**config.mk**
```make
export PLATFORM = sky130hd
export DESIGN_NAME = rational_arithmetic_unit_core
export DESIGN_NICKNAME = d
export VERILOG_FILES = /design/src/rtl/core/rau_pkg.sv /design/src/rtl/core/rau_alu.sv /design/src/rtl/core/rational_arithmetic_unit_core.sv
export SDC_FILE = /design/constraint.sdc
export NUM_CORES = 2
export LEC_CHECK = 0
export BUFFER_PORTS_ARGS = -buffer_cell sky130_fd_sc_hd__clkbuf_2
export CAP_MARGIN = 15
export CORE_ASPECT_RATIO = 1.4
export CORE_UTILIZATION = 30
export CTS_CLUSTER_SIZE = 40
export DETAILED_ROUTE_END_ITERATION = 10
export PLACE_DENSITY = 0.46
export SYNTH_ARGS = -nofsm -noshare
export SYNTH_HDL_FRONTEND = slang
export SYNTH_SLANG_ARGS = --single-unit
```
**constraint.sdc**
```tcl
create_clock -name i_clk -period 12 [get_ports i_clk]
set_input_delay 2.4 -clock i_clk [delete_from_list [all_inputs] [get_ports i_clk]]
set_output_delay 2.4 -clock i_clk [all_outputs]
set_load 0.005 [all_outputs]
```
**src/rtl/core/rau_pkg.sv**
```systemverilog
// Shared types and constants for the rational arithmetic unit.
// No dependencies; imported by every other file in the project.
package rau_pkg;

    // Operand and result widths
    localparam int OP_W  = 16;
    localparam int PW    = 2 * OP_W;       // product / magnitude width
    localparam int AW    = PW + 1;         // shared unit width
    localparam int NUM_W = 33;
    localparam int DEN_W = 31;
    localparam int CNT_W = $clog2(PW);

    // Command opcodes
    localparam logic [1:0] OPC_ADD = 2'd0;
    localparam logic [1:0] OPC_SUB = 2'd1;
    localparam logic [1:0] OPC_MUL = 2'd2;
    localparam logic [1:0] OPC_DIV = 2'd3;

    // Shared unit functions
    typedef logic [1:0] t_alu_op;
    localparam t_alu_op ALU_ADD = 2'd0;
    localparam t_alu_op ALU_SUB = 2'd1;
    localparam t_alu_op ALU_MUL = 2'd2;

    typedef struct packed {
        t_alu_op op;
    } t_alu_ctl;

    typedef struct packed {
        logic [1:0]             opcode;
        logic signed [OP_W-1:0] a_num;
        logic signed [OP_W-1:0] a_den;
        logic signed [OP_W-1:0] b_num;
        logic signed [OP_W-1:0] b_den;
    } t_cmd;

    typedef struct packed {
        logic signed [NUM_W-1:0] res_num;
        logic [DEN_W-1:0]        res_den;
        logic                    error;
    } t_res;

endpackage

```
**src/rtl/core/rau_alu.sv**
```systemverilog
// Shared arithmetic unit: operand-wide multiply, add, and subtract with borrow.
// Depends on rau_pkg.
module rau_alu (
    input  rau_pkg::t_alu_ctl       i_ctl,
    input  logic [rau_pkg::AW-1:0]  i_x,
    input  logic [rau_pkg::AW-1:0]  i_y,
    output logic [rau_pkg::AW-1:0]  o_res,
    output logic                    o_borrow
);
    import rau_pkg::*;

    logic [PW-1:0] prod;
    logic [AW:0]   diff;
    logic [AW-1:0] sum;

    assign prod = PW'(i_x[OP_W-1:0]) * PW'(i_y[OP_W-1:0]);
    assign diff = {1'b0, i_x} - {1'b0, i_y};
    assign sum  = i_x + i_y;

    always_comb begin
        o_borrow = 1'b0;
        case (i_ctl.op)
            ALU_ADD: begin
                o_res = sum;
            end
            ALU_SUB: begin
                o_res    = diff[AW-1:0];
                o_borrow = diff[AW];
            end
            ALU_MUL: begin
                o_res = AW'(prod);
            end
            default: begin
                o_res = sum;
            end
        endcase
    end

endmodule

```
**src/rtl/core/rational_arithmetic_unit_core.sv**
```systemverilog
// Rational arithmetic unit: a op b on two signed fractions, reduced by GCD.
// Depends on rau_pkg and rau_alu.
//
// Usage: drive i_cmd (opcode, a_num, a_den, b_num, b_den) and raise start.
// The command transfers at a rising edge where start is high and busy is
// low. busy then stays high until the sequencer finishes; an error case
// leaves it low. The result shows on o_res for exactly one cycle with
// o_valid high; the receiver cannot stall it and must take it in that cycle.
// An error case (zero denominator, or divide by a zero fraction) shows its
// result the cycle after the transfer. A zero result shows after the
// multiply states and S_PREP (with S_SUM, and S_SWAP if taken, for add and
// subtract). Otherwise one item runs through two or three multiplies, a
// signed sum for add and subtract, a binary GCD loop with swaps, two
// restoring divides of PW quotient bits each and a final sign step, all on
// the one shared add/sub/mul unit.
// A new command can transfer in the cycle its predecessor's result shows.
// Reset (synchronous, active low) returns the sequencer to idle and drops
// any pending result strobe.
module rational_arithmetic_unit_core (
    input  logic            i_clk,
    input  logic            i_rst_n,
    input  logic            start,
    output logic            busy,
    input  rau_pkg::t_cmd   i_cmd,
    output logic            o_valid,
    output rau_pkg::t_res   o_res
);
    import rau_pkg::*;

    localparam logic [3:0] S_IDLE = 4'd0;
    localparam logic [3:0] S_MUL1 = 4'd1;
    localparam logic [3:0] S_MUL2 = 4'd2;
    localparam logic [3:0] S_MULD = 4'd3;
    localparam logic [3:0] S_SUM  = 4'd4;
    localparam logic [3:0] S_SWAP = 4'd5;
    localparam logic [3:0] S_PREP = 4'd6;
    localparam logic [3:0] S_GCD  = 4'd7;
    localparam logic [3:0] S_DIVN = 4'd8;
    localparam logic [3:0] S_DIVD = 4'd9;
    localparam logic [3:0] S_FIN  = 4'd10;

    function automatic logic [OP_W-1:0] f_mag(input logic [OP_W-1:0] v);
        f_mag = v[OP_W-1] ? (~v + 1'b1) : v;
    endfunction

    logic [3:0]       r_state, n_state;
    logic [1:0]       r_op, n_op;
    logic [OP_W-1:0]  r_an_m, n_an_m, r_ad_m, n_ad_m, r_bn_m, n_bn_m, r_bd_m, n_bd_m;
    logic             r_an_s, n_an_s, r_ad_s, n_ad_s, r_bn_s, n_bn_s, r_bd_s, n_bd_s;
    logic [PW-1:0]    r_nm, n_nm, r_dm, n_dm, r_p2, n_p2;
    logic             r_ns, n_ns, r_ds, n_ds, r_p2s, n_p2s;
    logic [PW-1:0]    r_u, n_u, r_v, n_v, r_rem, n_rem;
    logic [CNT_W-1:0] r_cnt, n_cnt;
    t_res             r_out, n_out;
    logic             r_out_vld, n_out_vld;

    t_alu_ctl         alu_ctl;
    logic [AW-1:0]    alu_x, alu_y, alu_res, num_full;
    logic             alu_borrow;
    logic             cmd_err;
    logic             cnt_last;

    rau_alu u_alu (
        .i_ctl    (alu_ctl),
        .i_x      (alu_x),
        .i_y      (alu_y),
        .o_res    (alu_res),
        .o_borrow (alu_borrow)
    );

    assign busy     = (r_state != S_IDLE);
    assign o_valid  = r_out_vld;
    assign o_res    = r_out;
    assign cnt_last = (r_cnt == CNT_W'(PW - 1));
    assign cmd_err  = (i_cmd.a_den == '0) || (i_cmd.b_den == '0)
                   || ((i_cmd.opcode == OPC_DIV) && (i_cmd.b_num == '0));

    always_comb begin
        n_state   = r_state;
        n_op      = r_op;
        n_an_m    = r_an_m;
        n_ad_m    = r_ad_m;
        n_bn_m    = r_bn_m;
        n_bd_m    = r_bd_m;
        n_an_s    = r_an_s;
        n_ad_s    = r_ad_s;
        n_bn_s    = r_bn_s;
        n_bd_s    = r_bd_s;
        n_nm      = r_nm;
        n_dm      = r_dm;
        n_p2      = r_p2;
        n_ns      = r_ns;
        n_ds      = r_ds;
        n_p2s     = r_p2s;
        n_u       = r_u;
        n_v       = r_v;
        n_rem     = r_rem;
        n_cnt     = r_cnt;
        n_out     = r_out;
        n_out_vld = 1'b0;
        alu_ctl.op = ALU_SUB;
        alu_x     = '0;
        alu_y     = '0;
        num_full  = {1'b0, r_nm};

        case (r_state)
            S_IDLE: begin
                if (start) begin
                    n_op   = i_cmd.opcode;
                    n_an_m = f_mag(i_cmd.a_num);
                    n_ad_m = f_mag(i_cmd.a_den);
                    n_bn_m = f_mag(i_cmd.b_num);
                    n_bd_m = f_mag(i_cmd.b_den);
                    n_an_s = i_cmd.a_num[OP_W-1];
                    n_ad_s = i_cmd.a_den[OP_W-1];
                    n_bn_s = i_cmd.b_num[OP_W-1];
                    n_bd_s = i_cmd.b_den[OP_W-1];
                    if (cmd_err) begin
                        n_out.res_num = '0;
                        n_out.res_den = '0;
                        n_out.error   = 1'b1;
                        n_out_vld     = 1'b1;
                    end else begin
                        n_state = S_MUL1;
                    end
                end
            end
            S_MUL1: begin
                alu_ctl.op = ALU_MUL;
                alu_x = AW'(r_an_m);
                alu_y = (r_op == OPC_MUL) ? AW'(r_bn_m) : AW'(r_bd_m);
                n_nm  = alu_res[PW-1:0];
                n_ns  = r_an_s ^ ((r_op == OPC_MUL) ? r_bn_s : r_bd_s);
                n_state = ((r_op == OPC_ADD) || (r_op == OPC_SUB)) ? S_MUL2 : S_MULD;
            end
            S_MUL2: begin
                alu_ctl.op = ALU_MUL;
                alu_x = AW'(r_bn_m);
                alu_y = AW'(r_ad_m);
                n_p2  = alu_res[PW-1:0];
                // subtract flips the sign of the second cross product
                n_p2s = r_bn_s ^ r_ad_s ^ (r_op == OPC_SUB);
                n_state = S_MULD;
            end
            S_MULD: begin
                alu_ctl.op = ALU_MUL;
                alu_x = AW'(r_ad_m);
                alu_y = (r_op == OPC_DIV) ? AW'(r_bn_m) : AW'(r_bd_m);
                n_dm  = alu_res[PW-1:0];
                n_ds  = r_ad_s ^ ((r_op == OPC_DIV) ? r_bn_s : r_bd_s);
                n_state = ((r_op == OPC_ADD) || (r_op == OPC_SUB)) ? S_SUM : S_PREP;
            end
            S_SUM: begin
                alu_x = {1'b0, r_nm};
                alu_y = {1'b0, r_p2};
                if (r_ns == r_p2s) begin
                    alu_ctl.op = ALU_ADD;
                    n_nm    = alu_res[PW-1:0];
                    n_state = S_PREP;
                end else if (!alu_borrow) begin
                    n_nm    = alu_res[PW-1:0];
                    n_state = S_PREP;
                end else begin
                    n_state = S_SWAP;
                end
            end
            S_SWAP: begin
                alu_x   = {1'b0, r_p2};
                alu_y   = {1'b0, r_nm};
                n_nm    = alu_res[PW-1:0];
                n_ns    = r_p2s;
                n_state = S_PREP;
            end
            S_PREP: begin
                if (r_nm == '0) begin
                    n_out.res_num = '0;
                    n_out.res_den = DEN_W'(1);
                    n_out.error   = 1'b0;
                    n_out_vld     = 1'b1;
                    n_state       = S_IDLE;
                end else begin
                    n_u     = r_nm;
                    n_v     = r_dm;
                    n_state = S_GCD;
                end
            end
            S_GCD: begin
                // binary GCD; common factors of two come straight off num and den
                alu_x = {1'b0, r_u};
                alu_y = {1'b0, r_v};
                if (!r_u[0] && !r_v[0]) begin
                    n_u  = {1'b0, r_u[PW-1:1]};
                    n_v  = {1'b0, r_v[PW-1:1]};
                    n_nm = {1'b0, r_nm[PW-1:1]};
                    n_dm = {1'b0, r_dm[PW-1:1]};
                end else if (!r_u[0]) begin
                    n_u = {1'b0, r_u[PW-1:1]};
                end else if (!r_v[0]) begin
                    n_v = {1'b0, r_v[PW-1:1]};
                end else if (alu_res == '0) begin
                    // odd GCD part stays in r_u as the divisor
                    n_rem   = '0;
                    n_cnt   = '0;
                    n_state = S_DIVN;
                end else if (alu_borrow) begin
                    n_u = r_v;
                    n_v = r_u;
                end else begin
                    n_u = {1'b0, alu_res[PW-1:1]};
                end
            end
            S_DIVN, S_DIVD: begin
                // restoring divide; the dividend register shifts into the quotient
                if (r_state == S_DIVN) begin
                    alu_x = {r_rem, r_nm[PW-1]};
                end else begin
                    alu_x = {r_rem, r_dm[PW-1]};
                end
                alu_y = {1'b0, r_u};
                if (!alu_borrow) begin
                    n_rem = alu_res[PW-1:0];
                end else begin
                    n_rem = alu_x[PW-1:0];
                end
                if (r_state == S_DIVN) begin
                    n_nm = {r_nm[PW-2:0], ~alu_borrow};
                end else begin
                    n_dm = {r_dm[PW-2:0], ~alu_borrow};
                end
                n_cnt = r_cnt + 1'b1;
                if (cnt_last) begin
                    n_cnt   = '0;
                    n_rem   = '0;
                    n_state = (r_state == S_DIVN) ? S_DIVD : S_FIN;
                end
            end
            S_FIN: begin
                alu_x = '0;
                alu_y = {1'b0, r_nm};
                if (r_ns ^ r_ds) begin
                    num_full = alu_res;
                end
                n_out.res_num = NUM_W'(signed'(num_full));
                n_out.res_den = DEN_W'(r_dm);
                n_out.error   = 1'b0;
                n_out_vld     = 1'b1;
                n_state       = S_IDLE;
            end
            default: begin
                n_state = S_IDLE;
            end
        endcase
    end

    always_ff @(posedge i_clk) begin
        if (!i_rst_n) begin
            r_state   <= S_IDLE;
            r_out_vld <= 1'b0;
        end else begin
            r_state   <= n_state;
            r_out_vld <= n_out_vld;
        end
    end

    always_ff @(posedge i_clk) begin
        r_op   <= n_op;
        r_an_m <= n_an_m;
        r_ad_m <= n_ad_m;
        r_bn_m <= n_bn_m;
        r_bd_m <= n_bd_m;
        r_an_s <= n_an_s;
        r_ad_s <= n_ad_s;
        r_bn_s <= n_bn_s;
        r_bd_s <= n_bd_s;
        r_nm   <= n_nm;
        r_dm   <= n_dm;
        r_p2   <= n_p2;
        r_ns   <= n_ns;
        r_ds   <= n_ds;
        r_p2s  <= n_p2s;
        r_u    <= n_u;
        r_v    <= n_v;
        r_rem  <= n_rem;
        r_cnt  <= n_cnt;
        r_out  <= n_out;
    end

endmodule

```
==> metrics.md <==
| Metric | Value |
|---|---|
| Commonest non-fill, non-tap cells in the layout | 441 x nand2_1, 347 x inv_1, 335 x edfxtp_1 |
| Sequential area share after synthesis | 33.2% |
| Synth Area per Inst | 9.16 um2 |
| Commonest non-fill, non-tap cell in the layout | nand2_1 |
| CORE AREA | about 0.10 mm2 |
| DRC Markers | 0 |
| # placed instances | approximately 4700 |
| Die area | just over 0.1 mm2 |
| Routed Antenna Nets | 0 |
| Antenna cells | 0 |
| Starting Density | between 30 and 40% |
| DP Wirelength | approximately 100000 um |
| Die Span Y | around 380 um |
| Area after DPL | 0.0332 mm2 |
| Yosys reg bits | 340 |
| Setup repair bufs after CTS | 0 |
| Design area | 0.0344 mm2 |
| Top FF cell, synth | edfxtp_1 |
| Cells resized by post-CTS repair | 0 |
| CP max-delay cell | or4_1 |
| Largest net degree at the start of global routing | 92 |
| Global-route wire length before repair | approximately 180000 um |
| Vias in the first global route | between 20000 and 30000 |
| Status | complete, no violations |
| R2R Setup Slk | approximately 0.82 ns |
| Ys async rst share | 0% |
| Iter 0 DRT Violations | about 2800 |
| RSZ-0062 raised after global routing | false |
| Max H-tree Level | 2 |
| Crit. End Element | register |
| Final core occ | approximately a third |
| Setup tns final | 0 ns |
| Clock Tree Root | clkbuf_16 |
| Worst-Margin Slew | around 1.0 ns |
| Critical Path RT | ~12 ns |
| Routed vias/inst | 5.61 |
| Fillers | 10600 |
| Fmax | roughly 89 MHz |
| Gr ovfl total | 0 |
| Drt wl/cell | roughly 26 um |
| Finished Layout Cells | 4769 |
| Crit-path max FO | 37 |
| Clock buffer depth | 3 |
| WP data arrival | approximately 11 ns |
| All-Layer GR Usage | around a quarter |
| Largest stage delay on the critical path | 0.75 ns |
| Worst min-delay path class | register to register |
| FF-to-FF path depth | 34 |
| Max-slew violation count | 0 |
| CTS clk-pin slew, worst paths | around 0.07 ns |
| WHS Path Cells | 2 |
| Die Width | 272 um |
| Initial antenna violation count | 1 |
| Routed WL | between 100000 and 150000 um |
| CTS tree | yes |
| Post-synth EDFFs | about 340 |
| Clk Latency, worst-skew pair | roughly 0.56 ns |
| Total of warnings raised by yosys | 0 |
| Post-Syn Nets | 3786 |
| Rows | 138 |
| Period minus WS final | about 11 ns |
| Max cap viols | 0 |
| Final Hold Viols | 0 |
| Max-slew headroom | around 34% |
| Worst clock skew | slightly above 0.03 ns |
| Cts hold-fix bufs | 0 |
| Routability Congestion | 0.969 |
| Yosys cell types | 91 |
| Share of layout cells above drive strength 1 | about a tenth |
| Cell Area, Synth | just over 0.03 mm2 |
| Clock Sinks | 340 |
| Endpoints failing setup | 0 |
| CP Launch Type | register |
| Area growth syn-to-layout | 12.1% |
| Nets | 3855 |
| 1st-pass router iterations | 10 |
| Cells after synthesis | 3345 |
| Total CTS buffers | 36 |
| Crit path kind | register to register |
| Routed vias | 26800 |
| Most used cell, CP | inv_1 |
| Port Buffers | between 100 and 150 |
| I/O pin count | 136 |
| Final period utilization | between 90% and 100% |
[area by class of cell]
class / count / area [um2] / area share [%]
Sequential cell: 340 / 10200 / 29.6
Tap cell: 1330 / 1660 / 4.84
Timing Repair Buffer: 234 / 1450 / 4.22
Multi-Input combinational cell: 2439 / 18500 / 53.9
Clock inverter: 20 / 248 / 0.721
Inverter: 363 / 1360 / 3.97
Clock buffer: 43 / 948 / 2.76
[sequential cells by signal (all words and copies together), names as in the netlist, 32 cells and up]
name   flops
r_dm      32
r_v       32
o_res     65
r_p2      32
r_u       32
r_rem     32
r_nm      32
[per-stage QoR]
stage	worst slack, ns	hold slack (ns)
3_5_place_dp	0.955	0.573
5_1_grt	0.285	0.617
3_3_place_gp	1.01	0.573
6_report	0.818	0.587
2_1_floorplan	0.327	0.543
4_1_cts	0.896	0.589
[cells in the mapped netlist, types with 8 or more instances]
master	instances	area share [%]
a211oi_1	46	1.1
a21o_1	41	1.0
a21oi_1	155	2.5
a221o_1	69	2.3
a221oi_1	12	0.34
a222oi_1	62	2.0
a22oi_1	22	0.54
a31oi_1	36	0.74
and2_1	47	0.96
and3_1	26	0.53
and4_1	14	0.40
buf_1	17	0.21
buf_2	13	0.21
clkbuf_1	171	2.1
clkinv_1	10	0.12
edfxtp_1	335	33
fa_1	196	13
ha_1	176	7.2
inv_1	347	4.3
mux2i_1	40	1.3
nand2_1	442	5.4
nand2b_1	30	0.61
nand3_1	49	0.80
nand4_1	29	0.59
nor2_1	323	4.0
nor2b_1	23	0.47
nor3_1	42	0.69
nor3b_1	24	0.59
nor4_1	23	0.47
o211ai_1	18	0.44
o21a_1	32	0.78
o21ai_0	154	2.5
o21ai_1	9	0.15
o21bai_1	10	0.25
o31a_1	8	0.23
o31ai_1	28	0.69
o41ai_1	8	0.23
or3_1	18	0.37
xnor2_1	85	2.4
xor2_1	18	0.51
[metal layers]
| metal | vias up | GRT usage [%] | part of all wire [%] |
|---|---|---|---|
| met5 | - | 0 | 0.010 |
| met4 | 2 | 11.5 | 5.4 |
| met3 | 246 | 2.44 | 6.0 |
| met2 | 1123 | 41.5 | 49 |
| met1 | 13400 | 29.3 | 39 |
| li1 | 12000 | - | - |
[kinds of logic after synthesis]
| group | after synthesis | share of synthesized area (%) |
|---|---|---|
| buf+inv | 566 | 7.03 |
| flops | 340 | 33.2 |
| xor+xnor | 103 | 2.94 |
| compound gates | 806 | 18.9 |
| simple gates | 1118 | 16.6 |
| fa+ha+maj | 372 | 20.0 |
| mux | 40 | 1.31 |
[path summary, 6_finish.rpt]
check | from | end
max | r_state[0] | r_rem[11]
min | r_p2s | r_ns
max reg2reg | r_state[0] | r_rem[11]
min reg2reg | r_p2s | r_ns
[critical path: cells and delay by family (launching register included)]
kind | cells | cell delay, ns
simple gates | 6 | 1.94
fa+ha+maj | 8 | 3.74
compound gates | 10 | 2.97
xor+xnor | 1 | 0.21
buf+inv | 9 | 1.25
flops | 1 | 0.64
Power is not shown: default switching activity piles up to over one toggle a cycle in this logic, so the estimate is an artifact.
